### src/rtl/pdps_pkg.sv
// shared types and constants of the polyline simplifier
// no dependencies; used by pdps_datapath, pdps_ctrl, the top and the testbench
`default_nettype none

package pdps_pkg;

  localparam int MAX_POINTS_DEF  = 64;
  localparam int COORD_WIDTH_DEF = 16;
  localparam int TOL_W           = 16;
  localparam int DIM_W           = 2;
  localparam int CFG_DATA_W      = 32;
  localparam int CFG_ADDR_W      = 4;

  localparam logic [DIM_W-1:0] DIM_3D = 2'd3;

  // register indexes on the configuration port
  localparam logic [1:0] CFG_TOL = 2'd0;
  localparam logic [1:0] CFG_HQ  = 2'd1;
  localparam logic [1:0] CFG_DIM = 2'd2;

  typedef enum logic [5:0] {
    OP_NONE,
    OP_TAKE,
    OP_SQREF,
    OP_STORE,
    OP_INIT,
    OP_POP,
    OP_SEG,
    OP_RDE,
    OP_GETE,
    OP_SV,
    OP_SQSV,
    OP_SSQ,
    OP_RDP,
    OP_PV,
    OP_MDOT,
    OP_DOT,
    OP_PP,
    OP_QPP,
    OP_PVE,
    OP_MPP2,
    OP_QSUM,
    OP_MUL1,
    OP_NUM1,
    OP_MUL2,
    OP_NUM2,
    OP_DIV,
    OP_QDIV,
    OP_MULX,
    OP_XSAVE,
    OP_MULY,
    OP_BEST,
    OP_NEXTP,
    OP_KEEP,
    OP_PUSH2,
    OP_EMINIT,
    OP_RDI,
    OP_OUT,
    OP_NEXTI,
    OP_CLEAR
  } op_e;

  typedef struct packed {
    op_e op;
  } cmd_t;

  typedef struct packed {
    logic last;
    logic sp_zero;
    logic seg_skip;
    logic dot_le0;
    logic ssq_le_dot;
    logic have;
    logic q_gt;
    logic q_eq;
    logic x_gt;
    logic p_end;
    logic keep_best;
    logic i_end;
    logic keep_i;
    logic out_busy;
    logic mul_busy;
    logic div_busy;
  } stat_t;

endpackage

`default_nettype wire

### src/rtl/pdps_ctrl.sv
// sequencer for loading, segment walk and result output
// depends on pdps_pkg; commands pdps_datapath
`default_nettype none

module pdps_ctrl (
  input  wire logic            clk_i,
  input  wire logic            rst_ni,
  input  wire logic            in_valid_i,
  output logic                 in_ready_o,
  input  wire pdps_pkg::stat_t stat_i,
  output pdps_pkg::cmd_t       cmd_o
);

  typedef enum logic [5:0] {
    ST_IDLE, ST_SQ, ST_DEC, ST_INIT, ST_POP, ST_SEG, ST_SEG_CHK, ST_RDE, ST_GETE,
    ST_SV, ST_SQSV, ST_SSQ, ST_RDP, ST_PV, ST_MDOT, ST_DOT, ST_PP, ST_BR,
    ST_QPP, ST_PVE, ST_MPP2, ST_QSUM, ST_MUL1, ST_W1, ST_NUM1, ST_MUL2, ST_W2,
    ST_NUM2, ST_DIV, ST_WD, ST_QDIV, ST_CMP, ST_MULX, ST_WX, ST_XSAVE, ST_MULY,
    ST_WY, ST_XCMP, ST_BEST, ST_NEXTP, ST_FIN, ST_KEEP, ST_PUSH2, ST_EMINIT,
    ST_EMCHK, ST_RDI, ST_OUT, ST_EMWAIT, ST_NEXTI, ST_CLEAR
  } state_e;

  state_e state_q, state_d;
  pdps_pkg::op_e op;

  always_comb begin
    state_d = state_q;
    op      = pdps_pkg::OP_NONE;
    unique case (state_q)
      ST_IDLE: if (in_valid_i) begin
        op      = pdps_pkg::OP_TAKE;
        state_d = ST_SQ;
      end
      ST_SQ: begin op = pdps_pkg::OP_SQREF; state_d = ST_DEC; end
      ST_DEC: begin
        op      = pdps_pkg::OP_STORE;
        state_d = stat_i.last ? ST_INIT : ST_IDLE;
      end
      ST_INIT: begin op = pdps_pkg::OP_INIT; state_d = ST_POP; end
      ST_POP: begin
        if (stat_i.sp_zero) state_d = ST_EMINIT;
        else begin
          op      = pdps_pkg::OP_POP;
          state_d = ST_SEG;
        end
      end
      ST_SEG:     begin op = pdps_pkg::OP_SEG; state_d = ST_SEG_CHK; end
      ST_SEG_CHK: state_d = stat_i.seg_skip ? ST_POP : ST_RDE;
      ST_RDE:     begin op = pdps_pkg::OP_RDE;  state_d = ST_GETE; end
      ST_GETE:    begin op = pdps_pkg::OP_GETE; state_d = ST_SV; end
      ST_SV:      begin op = pdps_pkg::OP_SV;   state_d = ST_SQSV; end
      ST_SQSV:    begin op = pdps_pkg::OP_SQSV; state_d = ST_SSQ; end
      ST_SSQ:     begin op = pdps_pkg::OP_SSQ;  state_d = ST_RDP; end
      ST_RDP:     begin op = pdps_pkg::OP_RDP;  state_d = ST_PV; end
      ST_PV:      begin op = pdps_pkg::OP_PV;   state_d = ST_MDOT; end
      ST_MDOT:    begin op = pdps_pkg::OP_MDOT; state_d = ST_DOT; end
      ST_DOT:     begin op = pdps_pkg::OP_DOT;  state_d = ST_PP; end
      ST_PP:      begin op = pdps_pkg::OP_PP;   state_d = ST_BR; end
      // closest point before the start, past the end, or on the segment
      ST_BR: begin
        if (stat_i.dot_le0)         state_d = ST_QPP;
        else if (stat_i.ssq_le_dot) state_d = ST_PVE;
        else                        state_d = ST_MUL1;
      end
      ST_QPP:  begin op = pdps_pkg::OP_QPP;  state_d = ST_CMP; end
      ST_PVE:  begin op = pdps_pkg::OP_PVE;  state_d = ST_MPP2; end
      ST_MPP2: begin op = pdps_pkg::OP_MPP2; state_d = ST_QSUM; end
      ST_QSUM: begin op = pdps_pkg::OP_QSUM; state_d = ST_CMP; end
      ST_MUL1: begin op = pdps_pkg::OP_MUL1; state_d = ST_W1; end
      ST_W1:   if (!stat_i.mul_busy) state_d = ST_NUM1;
      ST_NUM1: begin op = pdps_pkg::OP_NUM1; state_d = ST_MUL2; end
      ST_MUL2: begin op = pdps_pkg::OP_MUL2; state_d = ST_W2; end
      ST_W2:   if (!stat_i.mul_busy) state_d = ST_NUM2;
      ST_NUM2: begin op = pdps_pkg::OP_NUM2; state_d = ST_DIV; end
      ST_DIV:  begin op = pdps_pkg::OP_DIV;  state_d = ST_WD; end
      ST_WD:   if (!stat_i.div_busy) state_d = ST_QDIV;
      ST_QDIV: begin op = pdps_pkg::OP_QDIV; state_d = ST_CMP; end
      ST_CMP: begin
        if (!stat_i.have || stat_i.q_gt) state_d = ST_BEST;
        else if (stat_i.q_eq)            state_d = ST_MULX;
        else                             state_d = ST_NEXTP;
      end
      // equal quotients: compare remainders cross-multiplied
      ST_MULX:  begin op = pdps_pkg::OP_MULX; state_d = ST_WX; end
      ST_WX:    if (!stat_i.mul_busy) state_d = ST_XSAVE;
      ST_XSAVE: begin op = pdps_pkg::OP_XSAVE; state_d = ST_MULY; end
      ST_MULY:  begin op = pdps_pkg::OP_MULY; state_d = ST_WY; end
      ST_WY:    if (!stat_i.mul_busy) state_d = ST_XCMP;
      ST_XCMP:  state_d = stat_i.x_gt ? ST_BEST : ST_NEXTP;
      ST_BEST:  begin op = pdps_pkg::OP_BEST; state_d = ST_NEXTP; end
      ST_NEXTP: begin
        op      = pdps_pkg::OP_NEXTP;
        state_d = stat_i.p_end ? ST_FIN : ST_RDP;
      end
      ST_FIN:   state_d = stat_i.keep_best ? ST_KEEP : ST_POP;
      ST_KEEP:  begin op = pdps_pkg::OP_KEEP;  state_d = ST_PUSH2; end
      ST_PUSH2: begin op = pdps_pkg::OP_PUSH2; state_d = ST_POP; end
      ST_EMINIT: begin op = pdps_pkg::OP_EMINIT; state_d = ST_EMCHK; end
      ST_EMCHK: begin
        if (stat_i.i_end)       state_d = ST_CLEAR;
        else if (stat_i.keep_i) state_d = ST_RDI;
        else                    state_d = ST_NEXTI;
      end
      ST_RDI:    begin op = pdps_pkg::OP_RDI; state_d = ST_OUT; end
      ST_OUT:    begin op = pdps_pkg::OP_OUT; state_d = ST_EMWAIT; end
      ST_EMWAIT: if (!stat_i.out_busy) state_d = ST_NEXTI;
      ST_NEXTI:  begin op = pdps_pkg::OP_NEXTI; state_d = ST_EMCHK; end
      ST_CLEAR:  begin op = pdps_pkg::OP_CLEAR; state_d = ST_IDLE; end
      default:   state_d = ST_IDLE;
    endcase
  end

  always_ff @(posedge clk_i or negedge rst_ni) begin
    if (!rst_ni) state_q <= ST_IDLE;
    else         state_q <= state_d;
  end

  assign in_ready_o = state_q == ST_IDLE;
  assign cmd_o.op   = op;

  a_take_idle: assert property (@(posedge clk_i) disable iff (!rst_ni)
    (op == pdps_pkg::OP_TAKE) |=> (state_q == ST_SQ)) else $error("load out of order");

  a_clear_path: assert property (@(posedge clk_i) disable iff (!rst_ni)
    (state_q == ST_CLEAR) |=> in_ready_o) else $error("no return to idle");

  a_wait_out: assert property (@(posedge clk_i) disable iff (!rst_ni)
    (state_q == ST_NEXTI) |-> !stat_i.out_busy || $past(state_q == ST_EMCHK))
    else $error("next point before request taken");

endmodule

`default_nettype wire

### config.mk
export PLATFORM = sky130hd
export DESIGN_NAME = pdps_ctrl
export DESIGN_NICKNAME = d
export VERILOG_FILES = /design/src/rtl/pdps_pkg.sv /design/src/rtl/pdps_ctrl.sv
export SDC_FILE = /design/constraint.sdc
export NUM_CORES = 1
export LEC_CHECK = 0
export BUFFER_PORTS_ARGS = -buffer_cell sky130_fd_sc_hd__buf_4
export CORE_ASPECT_RATIO = 1.75
export CORE_MARGIN = 2
export CORE_UTILIZATION = 26
export CTS_BUF_LIST = sky130_fd_sc_hd__clkbuf_4
export CTS_CLUSTER_DIAMETER = 50
export DETAILED_ROUTE_END_ITERATION = 8
export GPL_ROUTABILITY_DRIVEN = 1
export GPL_TIMING_DRIVEN = 0
export PLACE_DENSITY = 0.48
export SLEW_MARGIN = 40
export SYNTH_ARGS = -nofsm -noshare
export SYNTH_HDL_FRONTEND = slang
export SYNTH_SLANG_ARGS = --single-unit
### constraint.sdc
create_clock -name clk_i -period 4.85 [get_ports clk_i]
set_clock_uncertainty 0.1 [all_clocks]
set_input_delay 0.2425 -clock clk_i [delete_from_list [all_inputs] [get_ports clk_i]]
set_output_delay 0.2425 -clock clk_i [all_outputs]
set_load 0.01 [all_outputs]
# Word-level counts from Yosys, hierarchy flattened

Index checks and enable logic that the tools add are counted.
Widths: inputs -> output; s select.

Memories kept: 0
Bits in latches: 0
Logic and storage cells: 87
Bits of input ports: 19
Output and inout port bits: 7
Flip-flop bits (word level): 6
ROM bits: 0
RAM bits: 0

$add $sub $neg: 0
Equality and inequality tests: 56
$lt $le $gt $ge: 0
Reduce and logical (&&, ||, !) cells: 7
Divide/modulo/power cells: 0
Muxes and demuxes: 23
Multipliers: 0
Shifts and indexed selects: 0
Bitwise logic cells: 0

Operator list:

| kind               | count |
|---|---|
| $pmux 6 s45        | 1 |
| $pmux 6 s38        | 1 |
| $eq 6x6->1 const B | 18 |
| $eq 6x5->1 const B | 16 |
| $mux 6             | 10 |
| $eq 6x4->1 const B | 8 |
| $eq 6x3->1 const B | 4 |
| $mux 3             | 5 |
| $ne 2x2->1 const B | 7 |
| $eq 6x2->1 const B | 2 |
| $mux 5             | 2 |
| $reduce_and 7->1   | 1 |
| $eq 6x1->1 const B | 1 |
| $logic_not 6->1    | 1 |
| $mux 2             | 2 |
| $reduce_or 2->1    | 2 |
| $reduce_or 3->1    | 1 |
| $mux 1             | 2 |
| $logic_not 1->1    | 1 |
| $logic_or 1x1->1   | 1 |

# Longest topological paths before layout

Gate-level depths: netlist (run 1).

Depth after elaboration: 4
Mapped depth: 8
Gate-level depth less buffers: 5

# Least setup slack after synthesis (run 1)

No wires, ideal clock.

Kind: reg2out
Start: register state_q[0]
End: output cmd_o[4] in the netlist's numbering
Data required time: 4.508 ns
Stages on the path, launching flop included: 7
Setup slack: 2.625 ns
Buffers on the path: 4
Arrival time: 1.882 ns
Path through: dfrtp_1 -> clkbuf_1 -> clkbuf_1 -> buf_1 -> buf_2 -> o21ai_0 -> a221oi_1

RTL lines:

| what                   | RTL line         | RTL |
|---|---|---|
| from (decl)            | pdps_ctrl.sv:23  | `state_e state_q, state_d;` |
| from (signal assigned) | pdps_ctrl.sv:115 | `else state_q <= state_d;` |
| to (decl)              | pdps_ctrl.sv:11  | `output pdps_pkg::cmd_t cmd_o` |

==> metrics.md, run 1 <==
| Metric | Value |
|---|---|
| Status | `completed` |
| Main synth FF type | `dfrtp_1` |
| Async SR Flop Fraction | `100%` |
| Post-synthesis sequential area ratio | `9.69%` |
| Setup TNS | `0 ns` |
| I/O pin cnt | `26` |
| Setup Crit Path Kind | `flop to primary output` |
| Area Growth Syn to Fin | `20.7%` |
| Cells after synthesis | `229` |
| DRC | `0` |
| Reg2Reg Setup Slack | `2.05 ns` |
| Register bit total from synthesis | `6` |
| Port bufs | `25` |
| Fin. max-slew vios | `0` |
| Largest register FFs | `6` |
| Starting utilization of the core area | `26.6%` |
| Tmin final | `3.29 ns` |
| Global-route wire length before repair | `11000 um` |
| Core area | `5830 um2` |
| Layout cell share with drive strength beyond 1 | `19.0%` |
| Setup crit end kind | `primary output` |
| Hold buffers post-CTS | `1` |
| Post-Syn Nets | `roughly 250` |
| DRT iter0 DRCs | `137` |
| Worst-Skew Late Latency | `0.25 ns` |
| Setup repair bufs after CTS | `0` |
| WL final | `between 7000 and 8000 um` |
| Top-count cell post-synth | `a21oi_1` |
| Antenna Nets Post-Route | `0` |
| Worst r2r path cells | `7` |
| Number of global-route vias before repair | `2070` |
| Critical Path AT | `between 2 and 3 ns` |
| Initial antenna violation count | `0` |
| Cell Area, Synth | `1550 um2` |
| Worst-margin pin slew | `between 0.7 and 0.8 ns` |
| Leak | `0.000664 uW` |
| PwrDens | `655 nW/um2` |
| CTS Sinks | `6` |
| Die area | `~6600 um2` |
| Final Net Count | `279` |
| Post-CTS sizing | `0` |
| Relative slew slack | `50.7%` |
| Worst-path clk slew | `around 0.05 ns` |
| GR Util All Layers | `21.2%` |
| Top flop regs | `state_q (6)` |
| Htree depth | `1` |
| DP HPWL | `5430 um` |
| Rows | `37` |
| Hold Crit Class | `primary input to async pin` |
| DR pass1 iterations | `4` |
| RSZ-0062 raised after global routing | `false` |
| CTS root buf | `clkbuf_4` |
| Vias post-DR | `2072` |
| Synth top area cells | `dfrtp_1 (9.7%), nand2b_1 (6.5%), a21oi_1 (5.5%)` |
| Critical R2R Launch | `state_q[3]$_DFFE_PN0P_` |
| CTS tree | `done` |
| Tot Pwr | `1230 uW` |
| Largest net degree at the start of global routing | `11` |
| Yosys warns | `0` |
| Max_cap viols | `0` |
| Yosys top cell area share | `9.69%` |
| Die Ht | `106 um` |
| ANT cells | `0` |
| Data required, critical path | `4.51 ns` |
| Grt total ovfl | `0` |
| Final Hold Viols | `0` |
| Syn Area/Cell | `6.76 um2` |
| Number of synthesized flops with an enable pin | `0` |
| Final setup fails | `0` |
| Max Fclk | `304 MHz` |
| Crit path max fanout | `10` |
| Cell taking the most area after synthesis | `dfrtp_1` |
| Most frequent cells after synthesis | `a21oi_1 (17), nand2b_1 (16), clkbuf_1 (14), nand2_1 (14), o21ai_0 (13)` |
| Max clock buf depth | `2` |
| Startpoint class of the critical path | `flop` |
| Critical R2R Capture | `state_q[0]$_DFFE_PN0P_` |
| Unique masters post-synth | `64` |
| Per-cell routed wire length | `between 20 and 25 um` |
| Placer Congestion | `0.978` |
| Fin crit share | `67.8%` |
| Num CTS Buffers | `3` |
| Max VDD drop | `194 uV` |
| Vias per inst | `a little over 6` |
| Register with the most flip-flops | `state_q` |
| Die width | `between 60 and 70 um` |
==> worst max-delay path, cell delays in order (launching register included) <==
cell	delay, ns
dfrtp_1	0.43
clkbuf_1	0.37
clkbuf_1	0.45
buf_1	0.49
buf_2	0.32
o21ai_0	0.12
a221oi_1	0.33
buf_4	0.19
==> where the power goes <==
part	switching, uW	total [uW]	internal (uW)
sequential	31.4	105	73.9
clock	18.3	46.3	28.0
combinational	674	1070	399
==> per-stage QoR <==
stage               hold WS, ns  instances  area [um2]  worst slack, ns  utilization, %
floorplan                -0.153        229        1550             2.63               -
global placement        -0.0505        332        1830             1.87            31.4
detailed placement      -0.0488        332        1840             1.88            31.5
CTS                       0.233        336        1870             1.61            32.0
global route              0.250        336        1870             1.43            32.0
finish                    0.235        336        1870             1.56            32.0
==> per-layer routing <==
layer,wire length (um),GRT usage [%],vias to the layer above
li1,-,-,949
met1,2470,23.8,968
met2,3610,38.5,119
met3,478,1.69,36
met4,450,12.9,0
met5,0,0,-
==> final cells by class <==
class / count / area [um2]
clock buffer: 3 / 22.5
multi-input combinational: 192 / 1270
fill: 686 / 3960
sequential: 6 / 150
inverter: 4 / 15.0
buffer: 27 / 114
timing repair buffer: 26 / 198
tap: 78 / 97.6
==> how the worst max path moves through the flow <==
stage / start / endpoint / slack, ns / depth (start not counted)
finish: state_q[0]$_DFFE_PN0P_ / cmd_o[4] / 1.56 / 7
detailed placement: state_q[0]$_DFFE_PN0P_ / cmd_o[4] / 1.88 / 7
global route: state_q[0]$_DFFE_PN0P_ / cmd_o[4] / 1.43 / 7
floorplan: state_q[0]$_DFFE_PN0P_ / cmd_o[4] / 2.63 / 6
CTS: state_q[0]$_DFFE_PN0P_ / cmd_o[4] / 1.61 / 7
global placement: state_q[0]$_DFFE_PN0P_ / cmd_o[4] / 1.87 / 7
==> layout by cell type, fill, tap and decap left out, drive strengths merged, types with 6 or more instances in the layout <==
cell type,netlist,layout
nand2,14,14
a21oi,17,17
dfrtp,6,6
a31oi,7,7
nand2b,16,16
clkbuf,14,17
nor2,12,12
buf,13,38
nor2b,8,8
nor3,6,6
o211ai,7,7
o21ai,13,13
nand3,8,8
==> cell families (layout without fill, tap and decap cells) <==
logic type                Yosys count  in the layout  synth area share [%]
AOI/OAI and AO/OA                  90             90                  40.4
xor gates and xnor gates            2              2                  1.13
buffers and inverters              31             60                  8.32
DFF                                 6              6                  9.69
muxes                               3              3                  2.34
and+or+nand+nor                    97             97                  38.1
Note: power is estimated with default switching activity, not from simulation.
==> inputs of run 2 (changes only) <==
ABC_AREA = 1   (was unset)
clock period = 3.2 ns   (was 4.85 ns; I/O delays follow)
==> run 2 against run 1 <==
Net effect:
- critical path depth is 1 higher
- worst hold slack lost 0.083 ns
- synthesized area decreased by 3.4%
- clock power grew 40%
- cell count up 19%
- die area shrank 3.2%
- count of clock-buffer cells in the layout is the same
- critical endpoint is now cmd_o[3]
- setup slack lost 0.72 ns
==> metrics.md, run 2 <==
| Metric | Value |
|---|---|
| Min-Delay Endpoint | `state_q[5]$_DFFE_PN0P_` |
| Worst-Skew Late Latency | `0.23 ns (-0.02 ns)` |
| Rows | `36 (-2.7%)` |
| WHS Path Cells | `3` |
| Setup crit end kind | `primary output` |
| Crit path max fanout | `10 (unchanged)` |
| Critical Path AT | `2.10 ns (-0.85 ns)` |
| Place WS | `1.15 ns (-0.727 ns)` |
| Post-synthesis sequential area ratio | `10.0% (+0.34 points)` |
| Post-CTS sizing | `0 (unchanged)` |
| Number of global-route vias before repair | `2050 (-0.97%)` |
| Fin. max-slew vios | `0 (unchanged)` |
| Die Ht | `104 um (-1.6%)` |
| Register bit total from synthesis | `6 (unchanged)` |
| RSZ-0062 raised after global routing | `false` |
| I/O pin cnt | `26 (unchanged)` |
| Max VDD drop | `381 uV (+96%)` |
| Max clock buf depth | `2 (unchanged)` |
| PwrDens | `873 nW/um2 (+33%)` |
| CP top delay family | `simple AND/OR/NAND/NOR gates` |
| Number of synthesized flops with an enable pin | `0 (unchanged)` |
| Yosys top cell area share | `25.8% (+16 points)` |
| PnR worst setup slack | `0.838 ns (-0.724 ns)` |
| Main synth FF type | `dfrtp_1` |
| CTS tree | `done` |
| Global-route wire length before repair | `10500 um (-5.2%)` |
| Initial antenna violation count | `0 (unchanged)` |
| Vias post-DR | `2044 (-1.4%)` |
| Worst-margin pin slew | `0.479 ns (-0.259 ns)` |
| Worst r2r path cells | `9 (+2)` |
| DR pass1 iterations | `4 (unchanged)` |
| GR Util All Layers | `21.8% (+0.61 points)` |
| CP max-delay cell | `nor4_1` |
| Post-Syn Nets | `314 (+27%)` |
| Core area | `5590 um2 (-4.2%)` |
| Number of buffers and inverters on the critical path | `3 (-2)` |
| Per-cell routed wire length | `16.2 um (-22%)` |
| Most frequent cells after synthesis | `nand2_1 (103), nor2_1 (54), nand3_1 (42)` |
| Data required, critical path | `2.94 ns (-1.57 ns)` |
| Met3 WL | `236 um (-51%)` |
| Starting utilization of the core area | `26.8% (+0.24 points)` |
| Syn Area/Cell | `5.07 um2 (-25%)` |
| Setup Crit Path Kind | `flop to primary output` |
| Wl on met1 | `2390 um (-3.1%)` |
| Critical R2R Capture | `state_q[3]$_DFFE_PN0P_` |
| Met2 routed WL | `3370 um (-6.7%)` |
| Cells after synthesis | `295 (+29%)` |
| Top-count cell post-synth | `nand2_1` |
| Status | `completed` |
| Vias per inst | `5.11 (-17%)` |
| Grt total ovfl | `0 (unchanged)` |
| Tot Pwr | `1580 uW (+29%)` |
| Async SR Flop Fraction | `100% (unchanged)` |
| Unique masters post-synth | `28 (-56%)` |
| Critical R2R Launch | `state_q[4]$_DFFE_PN0P_` |
| Num CTS Buffers | `3 (unchanged)` |
| Final Net Count | `345 (+24%)` |
| Synth top area cells | `nand2_1 (26%), nand3_1 (14%), nor2_1 (14%)` |
| Leak | `0.00116 uW (+74%)` |
| Register with the most flip-flops | `state_q` |
| Max_cap viols | `0 (unchanged)` |
| Hold Crit Class | `primary input to flop` |
| Reg2Reg Setup Slack | `1.18 ns (-0.87 ns)` |
| Port bufs | `25 (unchanged)` |
| Largest register FFs | `6 (unchanged)` |
| Top flop regs | `state_q (6)` |
| Htree depth | `1 (unchanged)` |
| Setup repair bufs after CTS | `0 (unchanged)` |
| Final design utilization | `32.4% (+0.39 points)` |
| Final setup fails | `0 (unchanged)` |
| DRC | `0 (unchanged)` |
| Cell Area, Synth | `1500 um2 (-3.4%)` |
| Yosys warns | `0 (unchanged)` |
| Most frequent cells in the layout | `nand2_1 (103), nor2_1 (54), nand3_1 (42)` |
| Fin crit share | `73.8%` |
| Top layer in use | `met4` |
| ANT cells | `0 (unchanged)` |
| DP HPWL | `5500 um (+1.4%)` |
| Area Growth Syn to Fin | `21.1%` |
| Peak per-stage delay on the critical path | `0.46 ns (-0.03 ns)` |
| Layout cell share with drive strength beyond 1 | `18.8% (-0.17 points)` |
| Max Fclk | `423 MHz` |
| Antenna Nets Post-Route | `0 (unchanged)` |
| Tmin final | `2.36 ns` |
| Commonest non-fill, non-tap cell in the layout | `nand2_1` |
| Startpoint class of the critical path | `flop` |
| WL final | `6490 um (-7.5%)` |
| CTS Sinks | `6 (unchanged)` |
| Final Hold Viols | `0 (unchanged)` |
| Hold Startpoint | `stat_i[6]` |
| Die width | `61.4 um (-1.6%)` |
| Worst-path clk slew | `0.04 ns (about the same)` |
| DRT iter0 DRCs | `100 (-27%)` |
| Cell Chain, Critical Path | `inv_1 > nor2_1 > buf_4 > nand3_1 > nand2_1 > nor4_1 > nand3_1 > buf_4` |
| Placer Congestion | `0.939 (-4.0%)` |
| Relative slew slack | `68.0% (+17 points)` |
| Hold buffers post-CTS | `1 (unchanged)` |
| Hold WS | `0.153 ns (-0.0825 ns)` |
| CTS root buf | `clkbuf_4` |
| Largest net degree at the start of global routing | `11 (unchanged)` |
| Die area | `6400 um2 (-3.2%)` |
| Setup TNS | `0 ns (unchanged)` |
| Cell taking the most area after synthesis | `nand2_1` |
run 2: worst max-delay path by stage:
stage,start,endpoint,depth (start not counted)
floorplan,state_q[5]$_DFFE_PN0P_,cmd_o[3],7
global placement,state_q[2]$_DFFE_PN0P_,cmd_o[3],7
global route,state_q[2]$_DFFE_PN0P_,cmd_o[4],7
CTS,state_q[2]$_DFFE_PN0P_,cmd_o[3],8
detailed placement,state_q[2]$_DFFE_PN0P_,cmd_o[3],8
finish,state_q[2]$_DFFE_PN0P_,cmd_o[3],8
run 2: through the flow:
step / cells / area (um2)
finish: 400 / 1810
global route: 400 / 1810
CTS: 400 / 1810
detailed placement: 396 / 1780
global placement: 396 / 1780
floorplan: 295 / 1500
run 2: cell type report:
| class | count | area (um2) |
|---|---|---|
| fillers | 692 | 3770 |
| multi-input cells | 251 | 1160 |
| repair buffers | 26 | 198 |
| flip-flops and latches | 6 | 150 |
| inverters | 30 | 113 |
| well taps | 76 | 95.1 |
| plain buffers | 8 | 68.8 |
| clock buffers | 3 | 22.5 |
run 2: worst reg2reg max path, cell delays in order, from the launching register on:
cell and delay [ns]:
dfrtp_1 0.35, buf_4 0.18, nor2_2 0.37, buf_6 0.21
nand4_1 0.29, nand3_1 0.20, nor2_1 0.05, nand2_1 0.09
nand2_1 0.06, nand2_1 0.07
run 2: logic make-up after synthesis:
| logic type | count (synthesis) | share of synthesized area, % |
|---|---|---|
| flip-flops | 6 | 10.0 |
| buffers and inverters | 38 | 12.1 |
| AO/OA/AOI/OAI | 8 | 3.43 |
| AND/OR/NAND/NOR | 243 | 74.4 |
run 2: per-layer routing:
layer	GRT usage [%]	up-vias
met5	0	-
met4	14.3	0
met3	1.99	32
met2	36.1	81
met1	25.1	910
li1	-	1021
run 2: power by group:
part / internal, uW / total (uW) / leakage, uW / switching [uW]
clock network: 42.1 / 64.6 / 0.0000138 / 22.5
logic: 464 / 1360 / 0.00106 / 894
registers: 116 / 158 / 0.0000772 / 42.4
total: 622 / 1580 / 0.00116 / 959
